File: src/hw/rtl/ccfd_pkg.sv
// ----------------------------------------------------------------------------
// CRC-checked frame deframer package
// Shared constants, header position codes and the byte-wide CRC-16 update.
// ----------------------------------------------------------------------------
package ccfd_pkg;

    localparam logic [7:0]  START_BYTE = 8'hAA;
    localparam logic [15:0] CRC_INIT   = 16'hFFFF;
    localparam logic [15:0] CRC_POLY   = 16'hA001;

    // Header byte positions within a frame, after the start byte
    localparam logic [3:0] POS_TYPE     = 4'd0;
    localparam logic [3:0] POS_ADDR_HI  = 4'd1;
    localparam logic [3:0] POS_ADDR_LO  = 4'd2;
    localparam logic [3:0] POS_MODE     = 4'd3;
    localparam logic [3:0] POS_SPARE    = 4'd4;
    localparam logic [3:0] POS_LENGTH   = 4'd5;
    localparam logic [3:0] POS_CRC_HI   = 4'd6;
    localparam logic [3:0] POS_CRC_LO   = 4'd7;
    localparam logic [3:0] POS_PAYLOAD  = 4'd8;

    // Reflected CRC-16 (Modbus) update by one byte, eight shift steps
    function automatic logic [15:0] crc_feed(input logic [15:0] crc, input logic [7:0] b);
        logic [15:0] c;
        c = crc ^ {8'h00, b};
        for (int i = 0; i < 8; i++) begin
            if (c[0]) begin
                c = (c >> 1) ^ CRC_POLY;
            end else begin
                c = c >> 1;
            end
        end
        return c;
    endfunction

endpackage

File: src/hw/rtl/crc_checked_frame_deframer_unit.sv
// ----------------------------------------------------------------------------
// CRC-checked frame deframer
// Hunts for a start byte, captures an eight-byte header, streams payload
// bytes out and reports the Modbus CRC-16 check at frame end.
// ----------------------------------------------------------------------------
//
//  Channel   Direction  Handshake                 Payload
//  --------  ---------  ------------------------  -------------------------------
//  in        sink       i_in_valid / o_in_stall   i_data_byte
//  out       source     o_out_valid / i_out_stall o_out_byte .. o_payload_len
//  cfg       sink       i_cfg_wr_en               i_cfg_wr_data (replay mode)
//
//  One byte per cycle sustained while the output is not stalled. A byte
//  is held in the input register, is decoded and folded into the CRC by the
//  eight-step byte update, and its result (if any) is then written into
//  the output register.
//  Reset is synchronous and active low; it clears all frame state and the
//  replay mode register and returns the block to hunting.
//  A stalled output register holds the byte in the input register, which in
//  turn raises o_in_stall.
//
module crc_checked_frame_deframer_unit (
    input  logic       i_clk,
    input  logic       i_rst_n,
    // input channel
    input  logic       i_in_valid,
    output logic       o_in_stall,
    input  logic [7:0] i_data_byte,
    // output channel
    output logic       o_out_valid,
    input  logic       i_out_stall,
    output logic [7:0] o_out_byte,
    output logic       o_is_payload,
    output logic [7:0] o_payload_index,
    output logic       o_frame_end,
    output logic       o_crc_ok,
    output logic       o_accepted,
    output logic [7:0] o_frame_type,
    output logic [15:0] o_dest_addr,
    output logic [7:0] o_payload_len,
    // configuration
    input  logic       i_cfg_wr_en,
    input  logic       i_cfg_wr_data
);
    import ccfd_pkg::*;

    // Configuration
    logic r_replay_mode;

    // Input register
    logic       r_in_vld;
    logic [7:0] r_in_byte;

    // Frame state
    logic        r_in_frame,  n_in_frame;
    logic [3:0]  r_pos,       n_pos;
    logic [7:0]  r_cnt,       n_cnt;
    logic [7:0]  r_len,       n_len;
    logic [7:0]  r_type,      n_type;
    logic [15:0] r_addr,      n_addr;
    logic [15:0] r_rx_crc,    n_rx_crc;
    logic [15:0] r_crc,       n_crc;

    // Output register
    logic        r_out_vld;
    logic [7:0]  r_out_byte;
    logic        r_is_payload;
    logic [7:0]  r_index;
    logic        r_end;
    logic        r_ok;
    logic        r_acc;
    logic [7:0]  r_o_type;
    logic [15:0] r_o_addr;
    logic [7:0]  r_o_len;

    // Decode of the byte held in the input register
    logic       proceed;
    logic       emit;
    logic       payload;
    logic       frame_done;
    logic       crc_match;
    logic [7:0] idx;
    logic [7:0] cnt_inc;
    logic [7:0] crc_byte;

    // Process the held byte only when the output register is free or emptying
    assign proceed    = r_in_vld && (!r_out_vld || !i_out_stall);
    assign o_in_stall = r_in_vld && !proceed;

    assign cnt_inc = r_cnt + 8'd1;

    always_comb begin
        n_in_frame = r_in_frame;
        n_pos      = r_pos;
        n_cnt      = r_cnt;
        n_len      = r_len;
        n_type     = r_type;
        n_addr     = r_addr;
        n_rx_crc   = r_rx_crc;
        n_crc      = r_crc;
        emit       = 1'b0;
        payload    = 1'b0;
        frame_done = 1'b0;
        idx        = 8'd0;
        crc_byte   = r_in_byte;

        if (!r_in_frame) begin
            // Hunt: drop anything but the start byte
            if (r_in_byte == START_BYTE) begin
                n_in_frame = 1'b1;
                n_pos      = POS_TYPE;
                n_cnt      = 8'd0;
                n_crc      = crc_feed(CRC_INIT, r_in_byte);
            end
        end else if (r_pos != POS_PAYLOAD) begin
            case (r_pos)
                POS_TYPE:    n_type          = r_in_byte;
                POS_ADDR_HI: n_addr[15:8]    = r_in_byte;
                POS_ADDR_LO: n_addr[7:0]     = r_in_byte;
                POS_LENGTH:  n_len           = r_in_byte;
                POS_CRC_HI:  n_rx_crc[15:8]  = r_in_byte;
                POS_CRC_LO:  n_rx_crc[7:0]   = r_in_byte;
                default: ;
            endcase
            // CRC bytes enter the running CRC as zero
            if (r_pos == POS_CRC_HI || r_pos == POS_CRC_LO) begin
                crc_byte = 8'd0;
            end
            n_crc = crc_feed(r_crc, crc_byte);
            // Empty frame: end on the second CRC byte
            if (r_pos == POS_CRC_LO && r_len == 8'd0) begin
                emit       = 1'b1;
                frame_done = 1'b1;
            end
            n_pos = r_pos + 4'd1;
        end else begin
            n_crc   = crc_feed(r_crc, r_in_byte);
            emit    = 1'b1;
            payload = 1'b1;
            idx     = r_cnt;
            n_cnt   = cnt_inc;
            if (cnt_inc == r_len) begin
                frame_done = 1'b1;
            end
        end

        if (frame_done) begin
            n_in_frame = 1'b0;
        end
    end

    assign crc_match = frame_done && (n_crc == n_rx_crc);

    // Configuration register
    always_ff @(posedge i_clk) begin
        if (!i_rst_n) begin
            r_replay_mode <= 1'b0;
        end else if (i_cfg_wr_en) begin
            r_replay_mode <= i_cfg_wr_data;
        end
    end

    // Input register: load when empty or when its byte moves on
    always_ff @(posedge i_clk) begin
        if (!i_rst_n) begin
            r_in_vld <= 1'b0;
        end else if (!o_in_stall) begin
            r_in_vld <= i_in_valid;
        end
    end

    always_ff @(posedge i_clk) begin
        if (i_in_valid && !o_in_stall) begin
            r_in_byte <= i_data_byte;
        end
    end

    // Frame state: advance once per processed byte
    always_ff @(posedge i_clk) begin
        if (!i_rst_n) begin
            r_in_frame <= 1'b0;
            r_pos      <= POS_TYPE;
            r_cnt      <= 8'd0;
            r_len      <= 8'd0;
            r_type     <= 8'd0;
            r_addr     <= 16'd0;
            r_rx_crc   <= 16'd0;
            r_crc      <= CRC_INIT;
        end else if (proceed) begin
            r_in_frame <= n_in_frame;
            r_pos      <= n_pos;
            r_cnt      <= n_cnt;
            r_len      <= n_len;
            r_type     <= n_type;
            r_addr     <= n_addr;
            r_rx_crc   <= n_rx_crc;
            r_crc      <= n_crc;
        end
    end

    // Output register: fill on a result, drain when taken
    always_ff @(posedge i_clk) begin
        if (!i_rst_n) begin
            r_out_vld <= 1'b0;
        end else if (proceed && emit) begin
            r_out_vld <= 1'b1;
        end else if (!i_out_stall) begin
            r_out_vld <= 1'b0;
        end
    end

    always_ff @(posedge i_clk) begin
        if (proceed && emit) begin
            r_out_byte   <= payload ? r_in_byte : 8'd0;
            r_is_payload <= payload;
            r_index      <= idx;
            r_end        <= frame_done;
            r_ok         <= crc_match;
            r_acc        <= crc_match && !r_replay_mode;
            r_o_type     <= n_type;
            r_o_addr     <= n_addr;
            r_o_len      <= n_len;
        end
    end

    assign o_out_valid     = r_out_vld;
    assign o_out_byte      = r_out_byte;
    assign o_is_payload    = r_is_payload;
    assign o_payload_index = r_index;
    assign o_frame_end     = r_end;
    assign o_crc_ok        = r_ok;
    assign o_accepted      = r_acc;
    assign o_frame_type    = r_o_type;
    assign o_dest_addr     = r_o_addr;
    assign o_payload_len   = r_o_len;

    // A frame is only accepted at its end with a good CRC
    a_accept_needs_ok: assert property (@(posedge i_clk) disable iff (!i_rst_n)
        r_out_vld && r_acc |-> r_ok && r_end)
        else $error("accepted without CRC match at frame end");

    // A non-payload result only closes an empty frame
    a_empty_end: assert property (@(posedge i_clk) disable iff (!i_rst_n)
        r_out_vld && !r_is_payload |-> r_end && (r_o_len == 8'd0))
        else $error("header result outside an empty frame");

    // Payload results only come from the payload phase
    a_payload_phase: assert property (@(posedge i_clk) disable iff (!i_rst_n)
        r_out_vld && r_is_payload |-> r_pos == POS_PAYLOAD)
        else $error("payload result outside payload phase");

endmodule

File: config.mk
export PLATFORM = sky130hd
export DESIGN_NAME = crc_checked_frame_deframer_unit
export DESIGN_NICKNAME = d
export VERILOG_FILES = /design/src/hw/rtl/ccfd_pkg.sv /design/src/hw/rtl/crc_checked_frame_deframer_unit.sv
export SDC_FILE = /design/constraint.sdc
export NUM_CORES = 1
export LEC_CHECK = 0
export BUFFER_PORTS_ARGS = -buffer_cell sky130_fd_sc_hd__clkbuf_2
export CAP_MARGIN = 30
export CORE_MARGIN = 2
export CORE_UTILIZATION = 50
export DETAILED_ROUTE_END_ITERATION = 6
export PLACE_DENSITY = 0.69
export SYNTH_ARGS = -nofsm -noshare
export SYNTH_HDL_FRONTEND = slang
export SYNTH_SLANG_ARGS = --single-unit
export TNS_END_PERCENT = 10
File: constraint.sdc
create_clock -name i_clk -period 8.3 [get_ports i_clk]
set_input_delay 2.075 -clock i_clk [delete_from_list [all_inputs] [get_ports i_clk]]
set_output_delay 2.075 -clock i_clk [all_outputs]
set_load 0.01 [all_outputs]
==> impl_metrics.env <==
export IMPL_p_per_area_mw_per_mm2=211
export IMPL_drv_slew=0
export IMPL_dieArea_mm2=0.0151
export IMPL_wl_per_cell_um=17.9
export IMPL_finalSetupViolCount=0
export IMPL_cts_buffer_depth=2
export IMPL_ant_nets=0
export IMPL_post_cts_buffers=0
export IMPL_ir_drop_mv=0.170
export IMPL_finalPower_mw=1.72
export IMPL_end_kind="primary output"
export IMPL_yosys_warnings=0
export IMPL_cts_sinks=140
export IMPL_intPower_mw=1.32
export IMPL_gp_congestion=0.925
export IMPL_syn_num_nets=748
export IMPL_grt_pass1_wl_um=26900
export IMPL_critPathMaxFanout=3
export IMPL_ff_latch_area_mm2=0.00340
export IMPL_hold_viol=0
export IMPL_slowest_stage="and3_1"
export IMPL_required_ps=6230
export IMPL_cts_root_buf="clkbuf_16"
export IMPL_skew_ps=12.0
export IMPL_cts_repair_resized=0
export IMPL_route_vias_total=5466
export IMPL_cp_arrival_ps=2510
export IMPL_dpl_hpwl_um=11100
export IMPL_run_status="completed"
export IMPL_p_switching_uw=396
export IMPL_syn_area_mm2=0.00707
export IMPL_finish_utilization_pct=59.0
export IMPL_yosysMostFrequentCell="nor2_1"
export IMPL_sw_frac_of_total_pct=23.0
export IMPL_port_buffers=67
export IMPL_gr_usage_all_layers_pct=23.6
export IMPL_fillers=1165
export IMPL_tritoncts="done"
export IMPL_p_seq_share_pct=43.7
export IMPL_crit_buf_inv=2
export IMPL_core_area_mm2=0.0138
export IMPL_fin_nets=795
export IMPL_tns_ps=0
export IMPL_ys_flop_type="dfxtp_1"
export IMPL_total_leakage_power_nw=3.17
export IMPL_synth_edf_count=60
export IMPL_max_freq_mhz=218
export IMPL_htree_levels=4
export IMPL_worst_setup_path_type="primary input to primary output"
export IMPL_areaGrowthSynthToFinish_pct=15.4
export IMPL_drtIter0Drc=551
export IMPL_cpMostUsedCell="clkbuf_2"
export IMPL_rsz0062_at_grt="false"
export IMPL_gr_total_overflow=0
export IMPL_syn_mean_instance_area_um2=9.75
export IMPL_hold_class="flip-flop to flip-flop"
export IMPL_cts_buffers_inserted=17
export IMPL_vias_per_cell=5.66
export IMPL_ys_ff_latch=140
export IMPL_n_antenna_cell=0
export IMPL_start_util_pct=51.1
export IMPL_finalCriticalPeriod_ps=4580
export IMPL_first_pass_iters=6
export IMPL_yosys_area_top_type_share_pct=25.5
export IMPL_synthTopCellsByArea="edfxtp_1 26%, dfxtp_1 23%, xnor2_1 5.7%, nor2_1 4.9%, mux2_2 4.5%"
export IMPL_die_width_um=123
export IMPL_multi_input_area_mm2=0.00343
export IMPL_drc=0
export IMPL_crit_family="buffers and inverters"
export IMPL_fp_dieH_um=123
export IMPL_routed_wl_um=17300
export IMPL_cp_start_kind="primary input"
export IMPL_clock_latency_ps=420
export IMPL_async_flop_share_pct=0
export IMPL_combPwrFrac_pct=9.5
export IMPL_synth_seq_area_share_pct=48.2
export IMPL_path_cells="clkbuf_2 > and3_1 > clkbuf_2"
export IMPL_clkTransAtPathRegs_ps=60
export IMPL_clockPowerShare_pct=46.8
export IMPL_post_route_cells_drive_above_1_share_pct=19.9
export IMPL_antenna_found_initial=0
export IMPL_grt_pass1_vias=5203
export IMPL_fin_crit_sh_pct=55.2
export IMPL_max_slew_margin_rel_pct=45.2
export IMPL_ioPinCount=68
export IMPL_yosys_top_cells_count="93 x nor2_1, 80 x dfxtp_1, 78 x nand2_1"
export IMPL_synth_cells=725
export IMPL_rows=43
export IMPL_cap_violations=0
export IMPL_cts_hold_buf=0
export IMPL_yosysTopAreaCell="edfxtp_1"
export IMPL_cpPeakStageDelay_ps=190
export IMPL_worstMarginPinSlew_ps=822
export IMPL_synthDistinctLibCells=55
export IMPL_holdWs_ps=469
export IMPL_grt_max_degree=81
[stage by stage]
stage               area (µm²)  worst slack, ps  std cells
floorplan                 7070             2660        725
CTS                       8150             3710        965
detailed placement        7500             3720        933
global placement          7500             3730        933
finish                    8150             3720        965
global route              8150             3650        965
[logic make-up (layout without fill, tap and decap cells)]
| family | Yosys count | count (layout) | synth area share, % |
|---|---|---|---|
| simple gates | 285 | 285 | 20.0 |
| flops | 140 | 140 | 48.2 |
| compound gates | 120 | 120 | 10.6 |
| xor+xnor | 71 | 71 | 9.72 |
| buf+inv | 58 | 118 | 3.52 |
| mux | 42 | 42 | 6.45 |
| fa+ha+maj | 9 | 9 | 1.59 |
[final timing paths]
path / startpoint / end / slack [ps] / depth (start not counted)
min reg2reg: r_addr[1]$_SDFFE_PN0P_ / r_addr[1]$_SDFFE_PN0P_ / 470 / 2
max: i_out_stall / o_in_stall / 3720 / 3
min: r_addr[1]$_SDFFE_PN0P_ / r_addr[1]$_SDFFE_PN0P_ / 470 / 2
max reg2reg: r_in_byte[4]$_DFFE_PP_ / o_accepted$_DFFE_PP_ / 4810 / 11
[metal layers]
metal / global-route usage [%] / part of all wire (%) / vias to the layer above
met5: 0 / 0 / -
met4: 7.69 / 1.4 / 0
met3: 6.04 / 6.5 / 22
met2: 38.0 / 49 / 195
met1: 31.1 / 43 / 2632
li1: - / - / 2617
[registers in the layout (all words and copies together) (netlist names), 4 cells and up]
register and flops:
r_rx_crc 16, r_len 8, o_payload_index 8, o_out_byte 8, r_in_byte 8, o_frame_type 8
o_dest_addr 16, o_payload_len 8, r_addr 16, r_cnt 8, r_crc 16, r_pos 4
r_type 8
[layout make-up]
class                           count  area share [%]
Sequential cell                   140            41.7
Timing Repair Buffer               78            5.13
Clock buffer                       23            6.52
Inverter                            8           0.368
Clock inverter                      9            1.44
Tap cell                          180            2.76
Multi-Input combinational cell    527            42.0
[cell usage in the layout (no fill, tap or decap), types with 11 or more instances in the layout]
| cell | n |
|---|---|
| edfxtp_1 | 60 |
| buf_4 | 11 |
| mux2i_1 | 14 |
| nand2_1 | 77 |
| a21oi_1 | 21 |
| mux2_2 | 28 |
| nor3b_1 | 28 |
| xor2_1 | 18 |
| a21boi_0 | 24 |
| xnor2_1 | 46 |
| nor2_1 | 93 |
| and3_1 | 20 |
| nand3_1 | 14 |
| clkbuf_16 | 20 |
| o21ai_0 | 35 |
| clkbuf_2 | 67 |
| dfxtp_1 | 80 |
[power groups by stage]
stage	logic [mW]	registers, mW	clock network (mW)
4_1_cts	0.162	0.751	0.816
3_3_place_gp	0.156	0.765	0
5_1_grt	0.178	0.753	0.843
3_5_place_dp	0.161	0.766	0
6_report	0.163	0.752	0.805
2_1_floorplan	0.134	0.754	0
[worst min-delay path, stage by stage, from the launching register on]
cell      delay [ps]
dfxtp_1          310
nand2_1           50
a21boi_0          70
No activity file was read; power rests on OpenSTA's default activity.
